## src/cdt_pkg.sv

```systemverilog
// Package for the content directory table.
// Holds the operation and status codes used by the top level, and the types shared with the cell.
package cdt_pkg;

  localparam int ENTRIES_DEF = 32;
  localparam int COUNT_BITS_DEF = 16;

  localparam logic [1:0] OP_REGISTER = 2'd0;
  localparam logic [1:0] OP_SEARCH = 2'd1;
  localparam logic [1:0] OP_DEREGISTER = 2'd2;
  localparam logic [1:0] OP_LIST = 2'd3;

  localparam logic [2:0] ST_OK = 3'd0;
  localparam logic [2:0] ST_DUP = 3'd1;
  localparam logic [2:0] ST_FULL = 3'd2;
  localparam logic [2:0] ST_ABSENT = 3'd3;
  localparam logic [2:0] ST_HOLDS = 3'd4;
  localparam logic [2:0] ST_NOREG = 3'd5;
  localparam logic [2:0] ST_COUNT = 3'd6;
  localparam logic [2:0] ST_ENTRY = 3'd7;

  typedef struct packed {
    logic [63:0] peer;
    logic [63:0] content;
    logic [31:0] address;
    logic [15:0] port;
  } entry_t;

  // Commands from the sequencer to the cells: rotate and drop go to all, load and bump to one.
  typedef struct packed {
    logic rotate;
    logic load;
    logic bump;
    logic drop;
  } cell_ctrl_t;

endpackage

```

## src/cdt_cell.sv

```systemverilog
// One table slot of the content directory table.
// Depends on cdt_pkg. The slots form a ring that rotates one place per cycle while rotate is set.
module cdt_cell #(
  parameter int COUNT_BITS = 16
) (
  input  logic                   clk,
  input  cdt_pkg::cell_ctrl_t    ctrl,
  input  cdt_pkg::entry_t        load_entry,
  input  cdt_pkg::entry_t        next_entry,
  input  logic [COUNT_BITS-1:0]  next_count,
  input  logic                   drop_here,
  output cdt_pkg::entry_t        entry,
  output logic [COUNT_BITS-1:0]  count
);
  import cdt_pkg::*;

  always_ff @(posedge clk) begin
    if (ctrl.load) begin
      entry <= load_entry;
      count <= '0;
    end else if (ctrl.rotate) begin
      entry <= next_entry;
      count <= next_count;
    end else if (ctrl.drop && drop_here) begin
      entry <= next_entry;
      count <= next_count;
    end else if (ctrl.bump && count != '1) begin
      count <= count + 1'b1;
    end
  end

endmodule

```

## config.mk

```make
export PLATFORM = sky130hd
export DESIGN_NAME = cdt_cell
export DESIGN_NICKNAME = d
export VERILOG_FILES = /design/src/cdt_pkg.sv /design/src/cdt_cell.sv
export SDC_FILE = /design/constraint.sdc
export NUM_CORES = 1
export LEC_CHECK = 0
export BUFFER_PORTS_ARGS = -buffer_cell sky130_fd_sc_hd__buf_2
export CORE_AREA = 2 2 217 219
export CTS_BUF_LIST = sky130_fd_sc_hd__clkbuf_4
export DETAILED_ROUTE_END_ITERATION = 6
export DIE_AREA = 0 0 219 221
export PLACE_DENSITY = 0.5
export SLEW_MARGIN = 0
export SYNTH_ARGS = -nofsm -noshare
export SYNTH_HDL_FRONTEND = slang
export SYNTH_SLANG_ARGS = --single-unit
```

## constraint.sdc

```tcl
create_clock -name clk -period 12.6 [get_ports clk]
set_input_delay 2.52 -clock clk [delete_from_list [all_inputs] [get_ports clk]]
set_output_delay 2.52 -clock clk [all_outputs]
set_load 0.01 [all_outputs]
```

==> impl_metrics.ini <==
[outcome]
status = finished, final reports clean

[worst_setup_path]
r2r_start = count[0]
start_kind = input pin
arrival_ps = 4700
timing.rr.end = count[12]
crit_chain = buf_6 -> nand2b_4 -> buf_4
worst-path-buf-inv = 2
critPathMaxStageDelay_ps = 830
r2r_setup_slack_ps = 10590
critPathKind = in -> reg
critPathSlowestCell = nand2b_4
critPathRequiredTime_ps = 12980
critical_path.top_delay_family = buffers and inverters
r2r.worst_path.cells = 5
critPathCaptureType = register
critPathMaxFanout = 67

[route]
vias_per_cell = 3.876
drc_errors = 0
wl_per_cell_um = 16.53
first_iter_violations = 245
ant_nets = 0
totalWireLength_mm = 27.73
via_count = 6504
dr.pass1.iters = 4

[sta]
finalSetupTns_ps = 0
rsz0062_at_grt = false
timing.final.crit_period_ps = 4325
max-slew-margin-rel_pct = 39.70
finClkSkew_ps = 20.20
finalSetupViolations = 0
period_share_pct = 34.32
fmax_mhz = 231.2
hold_viol = 0
tightest_slew_ps = 904.6
maxSlewViolCount = 0

[clock_tree]
cts_tree = yes
cts_buffers = 17
clk_latency_ps = 730
htree_levels = 4
cts-root-buf = clkbuf_4
hold_buffers = 0
post_cts_buffers = 0
post_cts_resized = 0
clkTransAtPathRegs_ps = 160
clockBufferDepth = 2
clock_sinks = 192

[floorplanning]
core_um2 = 46060
die_w_um = 219
die_h_um = 221
start_util_pct = 18.14
ioPinCount = 566
die_area_um2 = 48400
row_count = 79

[pwr]
p_per_area_nw_per_um2 = 116.5
vdd_drop_max_v = 0.00005308
combPwrFrac_pct = 18.3
p_leak_nw = 5.230
power_frac_clock_pct = 25.3
p_int_w = 0.001029
p_sw_share_pct = 27.61
power_switching_w = 0.0003924
seqPwrFrac_pct = 56.3

[synthesis]
synth_cell_types = 38
syn_avg_cell_area_um2 = 17.12
syn-num-nets = 863
yosys-top-cells-area = edfxtp_1, mux2_2, dfxtp_1
synthesis.area_um2 = 8356
synth_cells = 488
synth-seq-cells = 192
yosys_warnings = 0
yosys.area.top_type = edfxtp_1
yosys.area.top_type_share_pct = 63.25
yosysSeqAreaShare_pct = 67.09

[global_routing]
gr-total-overflow = 0
grt_util_all_layers_pct = 11.10
first_global_vias = 6532
antenna_found_initial = 7
grt_max_degree = 68
grt_pass1_wl_mm = 39.16

[placement]
port_buffers = 565
gp_congestion = 0.8088
placed_area_um2 = 11900
dpl.hpwl_mm = 21.35

[run]
max_cap_viol_count = 0

[min_path]
hp-start = count[12]
min_to = count[12]
hold_path_depth = 2
min_path_type = reg -> reg

[finish]
drive_gt1_share_pct = 73.90
layout.nets = 1427
syn2layout_area_growth_pct = 45.99
layout_commonest_cell = buf_2
final_cell_mix = buf_2, mux2_2, edfxtp_1
final_cell_area_um2 = 12200
how the worst max path moves through the flow:
stage / from / end / slack [ps] / depth (start not counted)
2_1_floorplan: ctrl[2] / count[15] / 4710 / 4
3_3_place_gp: ctrl[2] / entry[48] / 7430 / 3
3_5_place_dp: ctrl[2] / entry[48] / 7400 / 3
4_1_cts: ctrl[2] / entry[102] / 8310 / 3
5_1_grt: ctrl[2] / entry[84] / 8160 / 3
6_report: ctrl[2] / entry[89] / 8280 / 3
Yosys cell counts (all sizes together):
master / instances
a211oi: 4
a21o: 1
a21oi: 4
a311oi: 9
a31oi: 1
and2: 2
and3: 2
and4: 3
clkbuf: 25
dfxtp: 16
edfxtp: 176
ha: 1
mux2: 176
mux2i: 1
nand2: 5
nand2b: 2
nand3: 6
nand4: 5
nor2: 15
nor3: 2
nor3b: 2
nor4: 5
o211ai: 1
o21a: 1
o21ai: 4
o311a: 1
o31ai: 6
o41ai: 1
or3: 4
or4: 5
xnor2: 1
xor2: 1
worst reg2reg max path, cell delays in order (launching register included):
cell	delay, ps
dfxtp_1	530
ha_1	220
and2_0	300
o211ai_1	230
or4_1	430
a311oi_1	240
cell families after synthesis:
logic type | after synthesis | synth area share [%]
buffers and inverters | 25 | 1.123
adder cells (fa/ha/maj) | 1 | 0.1497
XOR/XNOR | 2 | 0.2097
AO/OA/AOI/OAI | 33 | 3.190
flip-flops | 192 | 67.09
multiplexers | 177 | 23.84
AND/OR/NAND/NOR | 58 | 4.403
layout make-up:
| class | instances | area, um^2 |
|---|---|---|
| well taps | 607 | 759.5 |
| fillers | 4864 | 33860 |
| repair buffers | 570 | 2872 |
| multi-input cells | 271 | 2668 |
| clock inverters | 13 | 136.4 |
| clock buffers | 19 | 142.6 |
| diodes | 6 | 15.01 |
| flip-flops and latches | 192 | 5605 |
layer usage:
layer | track usage, % | routed length, um
met5 | 0 | 13
met4 | 4.381 | 418
met1 | 11.90 | 10610
met2 | 19.80 | 14280
met3 | 3.863 | 2413
power groups by stage:
| stage | logic, W | clock network (W) | registers, W |
|---|---|---|---|
| after global routing | 0.000283 | 0.000406 | 0.000809 |
| after detailed placement | 0.000266 | 0 | 0.000817 |
| after global placement | 0.000266 | 0 | 0.000815 |
| after CTS | 0.000267 | 0.000384 | 0.000803 |
| after floorplan | 0.0000739 | 0 | 0.000858 |
| final | 0.000261 | 0.000360 | 0.000801 |
per-stage QoR:
step / std cells / hold WS, ps / utilization, % / total power (W) / setup WS (ps)
floorplan: 488 / 561.3 / - / 0.0009321 / 4713
global placement: 1640 / 543.1 / 25.84 / 0.001081 / 7433
detailed placement: 1640 / 564.4 / 25.84 / 0.001083 / 7403
CTS: 1672 / 586.0 / 26.45 / 0.001454 / 8315
global route: 1678 / 626.1 / 26.48 / 0.001498 / 8162
finish: 1678 / 583.6 / 26.48 / 0.001421 / 8275
state kept, by name, summed over array words and instances, names as in the netlist:
register	cells
count	16
entry	176
(Power assumes the default switching activity.)
